### src/first_fit_block_allocator_assert.svh
`ifndef FIRST_FIT_BLOCK_ALLOCATOR_ASSERT_SVH
`define FIRST_FIT_BLOCK_ALLOCATOR_ASSERT_SVH
// implication checked on every edge out of reset
`define FFBA_ASSERT_IMP(label, ante, cons) \
    label: assert property (@(posedge aclk) disable iff (!aresetn) (ante) |-> (cons)) \
        else $error("assertion failed");
// next-cycle implication
`define FFBA_ASSERT_NEXT(label, ante, cons) \
    label: assert property (@(posedge aclk) disable iff (!aresetn) (ante) |=> (cons)) \
        else $error("assertion failed");
`endif

### src/ffba_pkg.sv
package ffba_pkg;
    localparam int ARENA_BYTES  = 1024;
    localparam int HEADER_BYTES = 24;
    localparam int MAX_BLOCKS   = 64;
    localparam int IDX_W = $clog2(MAX_BLOCKS);
    localparam int CNT_W = $clog2(MAX_BLOCKS + 1);
    localparam int SZ_W  = 10;
    // running address needs headroom beyond 10 bits
    localparam int ADDR_W = 12;

    localparam logic [1:0] ST_OK      = 2'd0;
    localparam logic [1:0] ST_NOFIT   = 2'd1;
    localparam logic [1:0] ST_UNKNOWN = 2'd2;
    localparam logic [1:0] ST_NULL    = 2'd3;

    localparam logic OP_ALLOC = 1'b0;
    localparam logic OP_FREE  = 1'b1;

    typedef logic [SZ_W:0] entry_t; // {free, bytes}
endpackage

### src/first_fit_block_allocator.sv
// channel | dir | tdata fields (low bit up)                            | tuser
// s_      | in  | op[0], request_bytes[10:1], release_offset[20:11]    | -
// m_      | out | payload_offset[9:0], status[11:10]                   | -
// Each table entry that a request visits passes the single RAM read port.
// After reset the table is swept clear (entry 0 becomes one free block); s_tready is low.
// s_tready is low while a request runs and while a result waits on m_.
// Results hold stable under m_tready low.
`include "first_fit_block_allocator_assert.svh"
module first_fit_block_allocator (
    input  logic        aclk,
    input  logic        aresetn,
    input  logic        s_tvalid,
    output logic        s_tready,
    input  logic [23:0] s_tdata,  // op, request_bytes, release_offset
    output logic        m_tvalid,
    input  logic        m_tready,
    output logic [15:0] m_tdata   // payload_offset, status
);
    localparam int IW = ffba_pkg::IDX_W;
    localparam int CW = ffba_pkg::CNT_W;
    localparam int SW = ffba_pkg::SZ_W;
    localparam int AW = ffba_pkg::ADDR_W;
    localparam logic [SW-1:0] HDR = SW'(ffba_pkg::HEADER_BYTES);
    localparam logic [CW-1:0] MAXB = CW'(ffba_pkg::MAX_BLOCKS);

    typedef enum logic [3:0] {
        S_CLR, S_IDLE, S_SCAN_RD, S_SCAN, S_SHIFT_RD, S_SHIFT,
        S_MERGE_RD, S_MERGE, S_OUT
    } state_t;

    state_t state_reg;
    logic [CW-1:0] count_reg, i_reg;
    logic [AW-1:0] addr_reg;
    logic op_reg;
    logic [SW-1:0] req_reg, rel_reg;
    logic [SW-1:0] out_off_reg;
    logic [1:0] out_st_reg;
    // split: rest entry being carried through the insertion shift
    logic [SW:0] carry_reg;
    logic [SW:0] prev_reg; // merge: entry at write index
    logic [CW-1:0] w_reg;  // merge write index
    logic have_prev_reg;

    logic we;
    logic [IW-1:0] waddr, raddr;
    ffba_pkg::entry_t wdata, rdata;

    ffba_ram #(.WIDTH(SW + 1), .DEPTH(ffba_pkg::MAX_BLOCKS)) u_tab (
        .aclk(aclk), .we(we), .waddr(waddr), .wdata(wdata),
        .raddr(raddr), .rdata(rdata)
    );

    logic rd_free;
    logic [SW-1:0] rd_bytes;
    assign rd_free  = rdata[SW];
    assign rd_bytes = rdata[SW-1:0];

    logic [SW+1:0] need;
    assign need = {2'b0, req_reg} + {2'b0, HDR};
    logic [AW-1:0] poff;
    assign poff = addr_reg + AW'(HDR);

    assign s_tready = (state_reg == S_IDLE);
    assign m_tvalid = (state_reg == S_OUT);
    assign m_tdata  = {4'b0, out_st_reg, out_off_reg};

    // read address follows the scan index
    assign raddr = i_reg[IW-1:0];

    always_comb begin
        we = 1'b0;
        waddr = i_reg[IW-1:0];
        wdata = rdata;
        unique case (state_reg)
            S_CLR: begin
                we = 1'b1;
                wdata = (i_reg == '0) ? {1'b1, SW'(ffba_pkg::ARENA_BYTES - ffba_pkg::HEADER_BYTES)}
                                      : '0;
            end
            S_SCAN: begin
                if (!op_reg) begin
                    if (rd_free && rd_bytes >= req_reg) begin
                        we = 1'b1;
                        if ({2'b0, rd_bytes} > need && count_reg < MAXB)
                            wdata = {1'b0, req_reg};
                        else
                            wdata = {1'b0, rd_bytes};
                    end
                end else if (poff == AW'(rel_reg)) begin
                    we = 1'b1;
                    wdata = {1'b1, rd_bytes};
                end
            end
            S_SHIFT: begin
                we = 1'b1;
                wdata = carry_reg;
            end
            S_MERGE_RD: begin
                // last kept entry goes back on the way out
                if (i_reg >= count_reg && have_prev_reg) begin
                    we = 1'b1;
                    waddr = w_reg[IW-1:0];
                    wdata = prev_reg;
                end
            end
            S_MERGE: begin
                we = have_prev_reg;
                waddr = w_reg[IW-1:0];
                if (prev_reg[SW] && rd_free)
                    wdata = {1'b1, prev_reg[SW-1:0] + HDR + rd_bytes};
                else
                    wdata = prev_reg;
            end
            default: ;
        endcase
    end

    always_ff @(posedge aclk) begin
        if (!aresetn) begin
            state_reg <= S_CLR;
            i_reg <= '0;
            count_reg <= CW'(1);
        end else begin
            unique case (state_reg)
                S_CLR: begin
                    i_reg <= i_reg + 1'b1;
                    if (i_reg == MAXB - 1'b1) begin
                        state_reg <= S_IDLE;
                    end
                end
                S_IDLE: begin
                    if (s_tvalid) begin
                        op_reg  <= s_tdata[0];
                        req_reg <= s_tdata[10:1];
                        rel_reg <= s_tdata[20:11];
                        i_reg <= '0;
                        addr_reg <= '0;
                        out_off_reg <= '0;
                        if (s_tdata[0] == ffba_pkg::OP_FREE && s_tdata[20:11] == '0) begin
                            out_st_reg <= ffba_pkg::ST_NULL;
                            state_reg <= S_OUT;
                        end else begin
                            state_reg <= S_SCAN_RD;
                        end
                    end
                end
                S_SCAN_RD: begin
                    if (i_reg >= count_reg) begin
                        out_st_reg <= op_reg ? ffba_pkg::ST_UNKNOWN : ffba_pkg::ST_NOFIT;
                        state_reg <= S_OUT;
                    end else begin
                        state_reg <= S_SCAN;
                    end
                end
                S_SCAN: begin
                    if (!op_reg) begin
                        if (rd_free && rd_bytes >= req_reg) begin
                            out_st_reg <= ffba_pkg::ST_OK;
                            out_off_reg <= poff[SW-1:0];
                            if ({2'b0, rd_bytes} > need && count_reg < MAXB) begin
                                carry_reg <= {1'b1, rd_bytes - req_reg - HDR};
                                count_reg <= count_reg + 1'b1;
                                i_reg <= i_reg + 1'b1;
                                state_reg <= S_SHIFT_RD;
                            end else begin
                                state_reg <= S_OUT;
                            end
                        end else begin
                            addr_reg <= addr_reg + AW'(HDR) + AW'(rd_bytes);
                            i_reg <= i_reg + 1'b1;
                            state_reg <= S_SCAN_RD;
                        end
                    end else if (poff == AW'(rel_reg)) begin
                        out_st_reg <= ffba_pkg::ST_OK;
                        i_reg <= '0;
                        w_reg <= '0;
                        have_prev_reg <= 1'b0;
                        state_reg <= S_MERGE_RD;
                    end else begin
                        addr_reg <= addr_reg + AW'(HDR) + AW'(rd_bytes);
                        i_reg <= i_reg + 1'b1;
                        state_reg <= S_SCAN_RD;
                    end
                end
                S_SHIFT_RD: begin
                    state_reg <= S_SHIFT;
                end
                S_SHIFT: begin
                    // write carried entry here, pick up the old one
                    carry_reg <= rdata;
                    if (i_reg == count_reg - 1'b1) begin
                        state_reg <= S_OUT;
                    end else begin
                        i_reg <= i_reg + 1'b1;
                        state_reg <= S_SHIFT_RD;
                    end
                end
                S_MERGE_RD: begin
                    if (i_reg >= count_reg) begin
                        // kept entries end at the write index
                        state_reg <= S_OUT;
                        count_reg <= w_reg + CW'(have_prev_reg);
                    end else begin
                        state_reg <= S_MERGE;
                    end
                end
                S_MERGE: begin
                    i_reg <= i_reg + 1'b1;
                    state_reg <= S_MERGE_RD;
                    if (!have_prev_reg) begin
                        prev_reg <= rdata;
                        have_prev_reg <= 1'b1;
                    end else if (prev_reg[SW] && rd_free) begin
                        prev_reg <= {1'b1, prev_reg[SW-1:0] + HDR + rd_bytes};
                    end else begin
                        prev_reg <= rdata;
                        w_reg <= w_reg + 1'b1;
                    end
                end
                S_OUT: begin
                    if (m_tready) begin
                        state_reg <= S_IDLE;
                    end
                end
                default: state_reg <= S_IDLE;
            endcase
        end
    end

    `FFBA_ASSERT_IMP(a_busy_not_ready, m_tvalid, !s_tready)
    `FFBA_ASSERT_NEXT(a_hold_out, m_tvalid && !m_tready, m_tvalid && $stable(m_tdata))
    `FFBA_ASSERT_IMP(a_count_range, state_reg == S_IDLE, count_reg >= CW'(1) && count_reg <= MAXB)
endmodule

### src/ffba_ram.sv
module ffba_ram #(
    parameter int WIDTH = 8,
    parameter int DEPTH = 64
) (
    input  logic                     aclk,
    input  logic                     we,
    input  logic [$clog2(DEPTH)-1:0] waddr,
    input  logic [WIDTH-1:0]         wdata,
    input  logic [$clog2(DEPTH)-1:0] raddr,
    output logic [WIDTH-1:0]         rdata
);
    logic [WIDTH-1:0] mem [DEPTH];
    always_ff @(posedge aclk) begin
        if (we) begin
            mem[waddr] <= wdata;
        end
        rdata <= mem[raddr];
    end
endmodule

### config.mk
export PLATFORM = sky130hd
export DESIGN_NAME = first_fit_block_allocator
export DESIGN_NICKNAME = d
export VERILOG_FILES = /design/src/ffba_pkg.sv /design/src/first_fit_block_allocator.sv /design/src/ffba_ram.sv
export VERILOG_INCLUDE_DIRS = /design/src /design/src/src
export SDC_FILE = /design/constraint.sdc
export NUM_CORES = 1
export LEC_CHECK = 0
export BUFFER_PORTS_ARGS = -buffer_cell sky130_fd_sc_hd__buf_2
export CAP_MARGIN = 5
export CORE_ASPECT_RATIO = 1.2
export CORE_UTILIZATION = 30
export DETAILED_ROUTE_END_ITERATION = 10
export GPL_TIMING_DRIVEN = 0
export PLACE_DENSITY_LB_ADDON = 0.2
export RECOVER_POWER = 100
export SLEW_MARGIN = 20
export SYNTH_ARGS = -nofsm -noshare
export SYNTH_HDL_FRONTEND = slang
export SYNTH_SLANG_ARGS = --single-unit
### constraint.sdc
create_clock -name aclk -period 7 [get_ports aclk]
set_input_delay 0.35 -clock aclk [delete_from_list [all_inputs] [get_ports aclk]]
set_output_delay 0.35 -clock aclk [all_outputs]
set_load 0.05 [all_outputs]
# Yosys cells after proc, flatten, opt, wreduce, memory -nomap -nowiden
# Memory sizes are Yosys's and may differ from the RTL's. A register that Yosys moved wholly into a read port is not among the register bits.
# Cells that the tools add are included.
[totals]
out_inout_bits = 18
register_bits = 93
n_memories = 1
ramBits = 704
[classes]
muxes = 72
reduce_logical = 27
addsub = 12
eq_ne = 30
order_cmp = 4
[mem_list]
columns = ["memory", "words", "word_bits", "rd", "rd_clocked_by_memory_dff", "wr", "line_no", "source"]
rows = [
  ["u_tab.mem", 64, 11, 1, 1, 1, "ffba_ram.sv:12", "logic [WIDTH-1:0] mem [DEPTH];"],
]
[op_table]
columns = ["operator", "count"]
rows = [
  ["11-bit 2-to-1 mux", 11],
  ["7-bit 2-to-1 mux", 14],
  ["11-bit one-hot mux with 5 select lines", 1],
  ["12-bit 2-to-1 mux", 4],
  ["10-bit 2-to-1 mux", 4],
  ["4-bit 2-to-1 mux", 10],
  ["4-bit one-hot mux with 9 select lines", 1],
  ["7-bit one-hot mux with 2 select lines", 2],
  ["7-bit one-hot mux with 4 select lines", 1],
  ["2-bit != test, second input constant", 12],
  ["12-bit one-hot mux with 2 select lines", 1],
  ["11-bit one-hot mux with 2 select lines", 1],
  ["7-bit by 1-bit adder with 7-bit output, second input constant", 3],
  ["10-bit one-hot mux with 2 select lines", 1],
  ["5-bit AND reduction", 4],
  ["4-bit by 3-bit == test with 1-bit output, second input constant", 4],
  ["2-bit 2-to-1 mux", 7],
  ["12-bit by 10-bit adder with 12-bit output", 1],
  ["12-bit by 5-bit adder with 12-bit output, second input constant", 1],
  ["12-bit by 10-bit == test with 1-bit output", 1],
  ["3-bit != test, second input constant", 4],
  ["6-bit one-hot mux with 2 select lines", 1],
  ["10-bit by 5-bit adder with 11-bit output, second input constant", 1],
  ["10-bit by 11-bit greater-than comparator with 1-bit output", 1],
  ["35 further kinds", 54],
]

# Longest topological paths before layout
# Gate-level depths: netlist (run 1).
[depth]
ltp_word = 7
ltp_mapped = 15

# Hierarchy
# A second synthesis (run 1) with hierarchy kept.
[hier_totals]
hier_cells = 2253
hier_area_um2 = 35501.5
[by_module_without_submodules]
columns = ["module", "area_each_um2", "seq_area_each_um2", "cells_per_inst", "instances"]
rows = [
  ["ffba_ram", 27594.0, 21360.5, 1380, 1],
  ["first_fit_block_allocator", 7907.6, 2612.5, 873, 1],
]

# Least setup slack after synthesis (run 1)
# OpenSTA, ideal clock, no wires.
[synth_timing]
path_type = "register to register"
from = "register i_reg[0]"
to = "memory u_tab.mem[0][4] (netlist name) (data pin)"
required_ns = 6.260
arrival_time_ns = 5.961
setup_slack_ns = 0.298
n_path_buf = 3
setup_time_ns = 0.740
stages_incl_launch_ff = 13
path_cell_list = "dfxtp_1 > clkbuf_1 > buf_2 > buf_1 > inv_1 > ha_1 > nand2b_1 > a2111oi_2 > nor4_2 > nor2_2 > mux2i_1 > a21oi_1 > a221oi_1"
[synth_via]
elab_chain_len = 4
[synth_lines]
columns = ["item", "line_no", "source"]
rows = [
  ["from (decl)", "first_fit_block_allocator.sv:32", "logic [CW-1:0] count_reg, i_reg;"],
  ["from (signal assigned)", "first_fit_block_allocator.sv:126", "i_reg <= i_reg + 1'b1;"],
  ["from (signal assigned)", "first_fit_block_allocator.sv:163", "i_reg <= i_reg + 1'b1;"],
  ["from (signal assigned)", "first_fit_block_allocator.sv:170", "i_reg <= i_reg + 1'b1;"],
  ["7-bit greater-or-equal comparator", "first_fit_block_allocator.sv:100", "if (i_reg >= count_reg && have_prev_reg) begin"],
  ["1-bit logical AND", "first_fit_block_allocator.sv:100", ""],
  ["11-bit 2-to-1 mux", "first_fit_block_allocator.sv:100", ""],
  ["11-bit one-hot mux with 5 select lines", "first_fit_block_allocator.sv:74", "unique case (state_reg)"],
  ["via u_tab.wdata[4]", "ffba_ram.sv:8", "input logic [WIDTH-1:0] wdata,"],
  ["to (decl)", "ffba_ram.sv:12", ""],
]
# The timed path passes the listed nets, and every way through them passes these cells.

# Worst setup path in the final report (run 1)
[layout_timing]
from = "register i_reg[0]"
to = "memory u_tab.mem[24][2] (netlist name), enable pin"
[layout_via]
elab_chain_len = 6
elab_cells_between_ends = 8
[layout_lines]
columns = ["item", "line_no", "source"]
rows = [
  ["7-bit greater-or-equal comparator", "first_fit_block_allocator.sv:100", ""],
  ["1-bit logical AND", "first_fit_block_allocator.sv:100", ""],
  ["1-bit 2-to-1 mux", "first_fit_block_allocator.sv:100", ""],
  ["1-bit one-hot mux with 4 select lines", "first_fit_block_allocator.sv:74", ""],
  ["1-bit 2-to-1 mux", "ffba_ram.sv:14", "if (we) begin"],
  ["1-bit 2-to-1 mux (not written as such)", "ffba_ram.sv:15", "mem[waddr] <= wdata;"],
]
# Several ways; a longest one is shown, not always the timed one.

==> impl_metrics.yaml, run 1 <==
power:
  p_leak_nw: 13.0
  p_total_w: 0.0119
  ir_drop_uv: 283
  powerDensity_nw_per_um2: 286
routing:
  wl_mm: 98.5
  vias: 19997
  drtPass1Iterations: 8
  drt_iter0_markers: 1676
  avgRoutedWirePerCell_um: 25.2
  drc: 12
  viasPerCell: 5.12
  ant_nets: 0
global_routing:
  overflow: 0
  grt_pass1_wl_mm: 145
  grt_max_degree: 65
  grtUsageTotal: 0.167
  antenna_found_initial: 3
  grt_pass1_vias: 20807
synth:
  synthArstFlopShare: 0
  ys_ff_latch: 808
  syn_area_um2: 35300
  yosysUniqueCellTypes: 84
  yosysTopAreaCell: "edfxtp_1"
  yosys-top-cells-area: "edfxtp_1 (66%), mux4_2 (15%), ha_1 (2.6%)"
  synthTopCellsByCount: "edfxtp_1 (779), mux4_2 (231), inv_1 (76)"
  synth.most_common_cell: "edfxtp_1"
  yosysSeqAreaShare: 0.679
  yosysWarnings: 0
  synth_edf_count: 779
  synth.avg_cell_area_um2: 17.8
  synth_ff_type: "edfxtp_1"
  synthCells: 1980
  netlist.area_leader.share: 0.663
timing:
  hold_slack_ps: 207
  drv_slew: 28
  period_minus_slack_ps: 6590
  grt_setup_unrepaired: "no"
  tightestPinTransition_ps: 1960
  min_period_over_period: 0.941
  slew_headroom: -0.313
  final.setup.tns_ps: 0
  hold_violations: 0
  fin_skew_ps: 36.5
  final-setup-viol-count: 0
  fmax_mhz: 152
cells_and_area:
  num-nets-final: 2407
  finalInstanceArea_um2: 41700
  largest_reg_flops: 704
  utilization: 0.358
  syn2layout_area_growth_pct: 18.1
  fillers: 11040
  drive_above_1_share: 0.210
  n_antenna_cell: 0
critical_path:
  reg2reg_slack_ps: 410
  crit_arrival_ps: 6910
  crit_path_end_kind: "register"
  cp-start-kind: "register"
  critPathKind: "register to register"
  critPathMaxFanout: 19
  cp.required_ps: 7320
place:
  io_buffer_count: 38
  place_area_um2: 39300
  gp_congestion: 0.843
  dp_hpwl_mm: 73.0
worst_hold_path:
  holdCritPathClass: "input pin to register"
floorplanning:
  start_util: 0.303
  io_pins: 46
  core_um2: 116000
  die-area_um2: 119000
  die-width_um: 315
  die_h_um: 378
  num_rows: 137
clock_network:
  cts_sinks: 808
  cts_made_buffers: 88
  cts_resized: 0
  clk_path_buf_depth: 3
  clkLatencyLatePin_ps: 670
  cts_root_buffer: "clkbuf_16"
  cts_max_level: 3
  cts_tree: "yes"
  path_clk_slew_ps: 60
flow_run:
  max_cap_violations: 2
status:
  status: "finished with violations"
  violations: "DRC, capacitance limit, slew limit"
-- power by group --
group | internal [W] | total (W) | leakage, nW | switching [W]
combinational | 0.000538 | 0.00142 | 4.36 | 0.000880
sequential | 0.00550 | 0.00557 | 7.17 | 0.0000658
clock | 0.00296 | 0.00493 | 1.48 | 0.00196
total | 0.00901 | 0.0119 | 13.0 | 0.00291
-- worst max-delay path, cell delays in order (launching register included) --
cell and delay [ps]:
dfxtp_1 340, clkbuf_1 550, buf_2 740, inv_1 310
ha_1 370, nand2b_1 110, a2111oi_2 90, nor4_2 900
o311a_1 300, buf_2 220, buf_6 160, a31oi_1 310
clkbuf_1 410, nor4_1 750, clkbuf_1 360, clkbuf_1 330
-- layout make-up --
| class | count | area, um^2 | area share |
|---|---|---|---|
| buffer | 114 | 527 | 0.0126 |
| clock buffer | 109 | 2320 | 0.0558 |
| multi-input combinational | 982 | 10600 | 0.256 |
| tap | 1529 | 1910 | 0.0459 |
| sequential | 808 | 24000 | 0.575 |
| timing repair buffer | 227 | 1260 | 0.0302 |
| inverter | 78 | 293 | 0.00703 |
| clock inverter | 55 | 732 | 0.0176 |
-- through the flow --
step / setup WS (ps) / instances
2_1_floorplan: 298 / 1983
3_3_place_gp: -6710 / 3550
3_5_place_dp: -30.3 / 3717
4_1_cts: 532 / 3902
5_1_grt: 103 / 3902
6_report: 413 / 3902
-- path summary, 6_finish.rpt --
kind / start / end / depth (start not counted)
min: s_tvalid / state_reg[0] / 4
max: i_reg[0] / u_tab.mem[24][2] / 15
min reg2reg: count_reg[6] / count_reg[6] / 2
max reg2reg: i_reg[0] / u_tab.mem[24][2] / 15
-- cell families (layout without fill, tap and decap cells) --
logic type | Yosys count | after routing | share of synthesized area
and+or+nand+nor | 342 | 342 | 0.0511
adders and majority gates | 80 | 80 | 0.0299
DFF | 808 | 808 | 0.679
AOI/OAI and AO/OA | 242 | 242 | 0.0471
buffers and inverters | 193 | 583 | 0.0231
muxes | 255 | 255 | 0.155
other | 1 | 4 | 0.000106
xor gates and xnor gates | 59 | 59 | 0.0146
-- layer usage --
metal | global-route usage | part of all wire | vias to the layer above | routed length [um]
met5 | 0 | 0.00014 | - | 14
met4 | 0.0634 | 0.036 | 2 | 3520
met3 | 0.0234 | 0.045 | 150 | 4410
met2 | 0.293 | 0.52 | 541 | 50800
met1 | 0.206 | 0.40 | 10521 | 39800
li1 | - | - | 8783 | -
-- placed cells by master (no fill, tap or decap), types with 15 or more instances in the layout --
master / instances
nand3_1: 29
clkbuf_2: 18
clkbuf_1: 233
clkbuf_16: 90
o21ai_0: 61
dlygate4sd3_1: 22
buf_6: 18
inv_1: 76
clkinv_1: 15
buf_2: 37
xnor2_1: 35
a21oi_1: 44
edfxtp_1: 779
xor2_1: 24
nor3_1: 30
nor2_1: 73
dfxtp_1: 29
mux4_2: 231
ha_1: 73
nand2_1: 63
nor4_1: 65
bufinv_16: 16
-- repair_timing --
action                                 CTS  global route
setup endpoints to repair               25             0
endpoints found under the hold margin   22             0
hold buffers                            22             0
setup buffers                            0             0
(Power assumes the default switching activity.)
==> run 2, diff against run 1 <==
--- a/config.mk
+++ b/config.mk
@@ -13,7 +13,7 @@
 export DETAILED_ROUTE_END_ITERATION = 10
 export GPL_TIMING_DRIVEN = 0
 export PLACE_DENSITY_LB_ADDON = 0.2
-export RECOVER_POWER = 100
+export RECOVER_POWER = 25
 export SLEW_MARGIN = 20
 export SYNTH_ARGS = -nofsm -noshare
 export SYNTH_HDL_FRONTEND = slang
==> run 2 against run 1 <==
The flow still finishes with violations (DRC, capacitance limit, slew limit). Clock-buffer cell count unchanged. Sequential share of layout area decreased by 0.99 points. Via count fell by 0.33%. Critical path type unchanged.
==> impl_metrics.yaml, run 2 (synthesized netlist as in run 1, its figures left out) <==
status:
  status: "finished with violations"
  violations: "DRC, capacitance limit, slew limit"
timing:
  grt_setup_unrepaired: "no"
  slew_headroom: -0.322
  fin_skew_ps: 37.2
  tightestPinTransition_ps: 1980
  final.setup.tns_ps: 0
  hold_slack_ps: 208
  drv_slew: 35
  final-setup-viol-count: 0
  hold_violations: 0
  fmax_mhz: 155
  min_period_over_period: 0.924
  period_minus_slack_ps: 6470
routing:
  drtPass1Iterations: 9
  vias: 19931
  viasPerCell: 5.11
  drt_iter0_markers: 1644
  drc: 12
  ant_nets: 0
  avgRoutedWirePerCell_um: 25.2
  wl_mm: 98.4
floorplanning:
  die-area_um2: 119000
  num_rows: 137
  die-width_um: 315
  die_h_um: 378
  start_util: 0.303
  io_pins: 46
  core_um2: 116000
critical_path:
  cp-start-kind: "register"
  cp.required_ps: 7390
  crit_path_max_incr_delay_ps: 910
  cpMaxStageDelayCell: "nor4_2"
  reg2reg_slack_ps: 530
  crit_arrival_ps: 6860
  critPathMaxFanout: 19
  critPathKind: "register to register"
  timing.rr.end: "u_tab.mem[49][5]"
  reg2regPathDepth: 15
  crit_top_cell: "buf_2"
  crit_path_end_kind: "register"
  crit_chain: "clkbuf_1 > buf_2 > inv_1 > ha_1 > nand2b_1 > a2111oi_2 > nor4_2 > o311a_1 > buf_2 > nor3_1 > a31oi_1 > clkbuf_1 > nor4_2 > buf_2 > buf_2"
  reg2reg_from: "i_reg[0]"
place:
  dp_hpwl_mm: 73.0
  io_buffer_count: 38
  place_area_um2: 39300
  gp_congestion: 0.843
  dp_cells: 3717
cells_and_area:
  regArea_um2: 24000
  finalInstanceArea_um2: 42400
  n_antenna_cell: 0
  layout_common_cells: "edfxtp_1 (779), mux4_2 (231), clkbuf_1 (119)"
  drive_above_1_share: 0.284
  syn2layout_area_growth_pct: 20.1
  multi_input_area_um2: 11100
  num-nets-final: 2407
  final_common_cell: "edfxtp_1"
  instances_no_fill: 3902
  largest_reg_flops: 704
  fillers: 10873
clock_network:
  cts_tree: "yes"
  cts_resized: 0
  cts_made_buffers: 88
  clkLatencyLatePin_ps: 670
  cts_sinks: 808
  post_cts_buffers: 0
  path_clk_slew_ps: 60
  cts_max_level: 3
  clk_path_buf_depth: 3
  cts_root_buffer: "clkbuf_16"
global_routing:
  grt_pass1_wl_mm: 145
  grtUsageTotal: 0.167
  overflow: 0
  grt_pass1_vias: 20807
  antenna_found_initial: 3
  grt_max_degree: 65
power:
  clkPwrFrac: 0.413
  switching_share: 0.245
  p_comb_frac: 0.121
  p_leak_nw: 13.5
  ir_drop_uv: 282
  power.internal_w: 0.00902
  p_switching_w: 0.00293
  powerDensity_nw_per_um2: 282
  pwr-share-seq: 0.466
worst_hold_path:
  holdCritPathClass: "input pin to register"
  holdCritStartpoint: "s_tvalid"
  hold_path_depth: 4
  min_delay_worst_endpoint: "state_reg[0]"
flow_run:
  max_cap_violations: 3
-- run 2: how the worst max path moves through the flow --
| stage | to | from | slack, ps |
|---|---|---|---|
| after floorplan | u_tab.mem[0][4] | i_reg[0] | 300 |
| after CTS | u_tab.mem[49][5] | i_reg[0] | 530 |
| after global placement | u_tab.mem[60][3] | i_reg[0] | -6710 |
| after detailed placement | u_tab.mem[49][5] | i_reg[0] | -30 |
| after global routing | u_tab.mem[60][4] | i_reg[0] | 130 |
| final | u_tab.mem[49][5] | i_reg[0] | 530 |
-- run 2: per-layer routing --
metal  global-route usage  part of all wire  vias to the layer above
met5                    0           0.00014                        -
met4               0.0634             0.036                        2
met3               0.0234             0.043                      135
met2                0.293              0.52                      475
met1                0.206              0.41                    10554
li1                     -                 -                     8765
-- run 2: what timing repair did --
action | CTS | global route
hold buffers | 22 | 0
setup endpoints to repair | 25 | 0
endpoints found under the hold margin | 22 | 0
-- run 2: worst max-delay path: cells and delay by family (launching register included) --
family,cells,cell delay (ps)
buffers and inverters,7,3000
and+or+nand+nor,4,1270
AOI/OAI and AO/OA,3,1210
adders and majority gates,1,370
DFF,1,340
-- run 2: power groups by stage --
stage | Clock [W] | Combinational [W] | Sequential (W)
6_report | 0.00494 | 0.00144 | 0.00557
5_1_grt | 0.00521 | 0.00156 | 0.00557
4_1_cts | 0.00505 | 0.00149 | 0.00557
3_5_place_dp | 0 | 0.00147 | 0.00567
3_3_place_gp | 0 | 0.00130 | 0.00573
2_1_floorplan | 0 | 0.000851 | 0.00565
-- run 2: cell type report --
class | instances | area share
timing repair buffer | 227 | 0.0370
buffer | 114 | 0.0125
sequential | 808 | 0.565
tap | 1529 | 0.0451
inverter | 78 | 0.00691
multi-input combinational | 982 | 0.261
clock buffer | 109 | 0.0548
clock inverter | 55 | 0.0173
-- run 2: through the flow --
stage               power [W]  utilization  setup slack, ps
floorplan             0.00650            -              298
global route           0.0123        0.364              131
finish                 0.0119        0.364              531
CTS                    0.0121        0.366              532
detailed placement    0.00714        0.337            -30.3
global placement      0.00703        0.321            -6710
==> run 3, diff against run 2 <==
==> constraint.sdc (replaced) <==
create_clock -name aclk -period 6.65 [get_ports aclk]
set_input_delay 0.3325 -clock aclk [delete_from_list [all_inputs] [get_ports aclk]]
set_output_delay 0.3325 -clock aclk [all_outputs]
set_load 0.05 [all_outputs]
==> run 3 against run 2 <==
The flow still finishes with violations (DRC, capacitance limit, slew limit). Worst setup slack got worse by 56 ps. Largest power group unchanged. Via count about the same. Fmax increased by 4.8%.
==> impl_metrics.yaml, run 3 (synthesized netlist as in run 1, its figures left out) <==
global_routing:
  grt_pass1_wl_mm: 144
  grtUsageTotal: 0.166
  grt_pass1_vias: 20914
  grt_max_degree: 65
  overflow: 0
  antenna_found_initial: 2
critical_path:
  critPathKind: "register to register"
  crit_path_max_incr_delay_ps: 940
  cp_num_buf_inv: 7
  crit_path_end_kind: "register"
  critPathMaxFanout: 19
  crit_family: "buffers and inverters"
  cpMaxStageDelayCell: "nor4_2"
  reg2reg_slack_ps: 470
  cp-start-kind: "register"
  crit_arrival_ps: 6530
  crit_chain: "clkbuf_1 > clkbuf_4 > inv_1 > ha_1 > nand2b_1 > a2111oi_2 > nor4_2 > o311a_1 > buf_2 > buf_1 > a31oi_2 > nor4_2 > buf_4 > buf_2"
  cp.required_ps: 7010
cells_and_area:
  utilization: 0.362
  final_common_cell: "edfxtp_1"
  drive_above_1_share: 0.285
  finalInstanceArea_um2: 42200
  num-nets-final: 2401
  fillers: 10821
  largest_reg_flops: 704
  syn2layout_area_growth_pct: 19.5
  layout_common_cells: "edfxtp_1 (779), mux4_2 (231), buf_2 (129)"
power:
  pwr-share-seq: 0.475
  power.internal_w: 0.00928
  powerDensity_nw_per_um2: 293
  p_switching_w: 0.00306
  p_comb_frac: 0.122
  clkPwrFrac: 0.403
  p_leak_nw: 13.5
  ir_drop_uv: 204
  switching_share: 0.248
routing:
  drt_iter0_markers: 1565
  wl_mm: 98.3
  vias: 19934
  avgRoutedWirePerCell_um: 25.2
  drc: 22
  viasPerCell: 5.12
  drtPass1Iterations: 9
  ant_nets: 0
clock_network:
  cts_root_buffer: "clkbuf_16"
  cts_sinks: 808
  cts_max_level: 3
  cts_made_buffers: 88
  clkLatencyLatePin_ps: 660
  clk_path_buf_depth: 3
  path_clk_slew_ps: 60
  cts_tree: "yes"
timing:
  grt_setup_unrepaired: "no"
  hold_violations: 0
  drv_slew: 13
  final-setup-viol-count: 0
  tightestPinTransition_ps: 1870
  hold_slack_ps: 200
  period_minus_slack_ps: 6180
  min_period_over_period: 0.929
  final.setup.tns_ps: 0
  fin_skew_ps: 38.0
  fmax_mhz: 162
  slew_headroom: -0.277
place:
  place_area_um2: 39200
  io_buffer_count: 38
  dp_hpwl_mm: 72.8
  gp_congestion: 0.843
status:
  violations: "DRC, capacitance limit, slew limit"
  status: "finished with violations"
worst_hold_path:
  holdCritPathClass: "input pin to register"
floorplanning:
  start_util: 0.303
  num_rows: 137
  die-area_um2: 119000
  io_pins: 46
  die_h_um: 378
  die-width_um: 315
  core_um2: 116000
flow_run:
  max_cap_violations: 2
[run 3: path summary, 6_finish.rpt]
check             cells past startpoint               end          from
setup / recovery                     14  u_tab.mem[42][4]      i_reg[0]
hold / removal                        4      state_reg[1]       aresetn
hold reg to reg                       2      count_reg[6]  count_reg[6]
setup reg to reg                     14  u_tab.mem[42][4]      i_reg[0]
[run 3: layout make-up]
cell class,count,area (um^2),area share
Clock buffer,103,2330,0.0553
Tap cell,1529,1910,0.0454
Buffer,114,529,0.0126
Inverter,78,293,0.00694
Clock inverter,59,613,0.0145
Multi-Input combinational cell,982,11000,0.261
Sequential cell,808,24000,0.568
Timing Repair Buffer,221,1490,0.0353
Antenna cell,1,2.50,0.0000593
[run 3: power by group through the flow]
stage | combinational, W | clock [W] | sequential (W)
floorplan | 0.000902 | 0 | 0.00594
detailed placement | 0.00154 | 0 | 0.00597
CTS | 0.00156 | 0.00510 | 0.00586
finish | 0.00150 | 0.00498 | 0.00586
global route | 0.00163 | 0.00527 | 0.00587
global placement | 0.00137 | 0 | 0.00601
[run 3: timing repair]
item	CTS	global route
hold endpoints to repair	22	0
hold buffers	22	0
setup endpoints to repair	532	54
resized for setup	1	1
setup buffers	0	0
[run 3: tightest hold or removal path, stage by stage]
cell     delay [ps]
buf_2           100
nor2b_1         160
o21ai_0         140
a31oi_1          60
[run 3: metrics by stage]
step / power (W) / cells / setup slack, ps
after floorplan: 0.00685 / 1983 / 967
after global placement: 0.00739 / 3550 / -3480
after detailed placement: 0.00751 / 3711 / -522
after CTS: 0.0125 / 3894 / 121
after global routing: 0.0128 / 3894 / 141
final: 0.0123 / 3895 / 475
[run 3: layer usage]
| metal | wire length, um | part of all wire | global-route usage | vias to the layer above |
|---|---|---|---|---|
| met5 | 33 | 0.00034 | 0 | - |
| met4 | 2840 | 0.029 | 0.0510 | 4 |
| met3 | 4660 | 0.047 | 0.0272 | 146 |
| met2 | 50700 | 0.52 | 0.294 | 548 |
| met1 | 40100 | 0.41 | 0.205 | 10482 |
| li1 | - | - | - | 8754 |
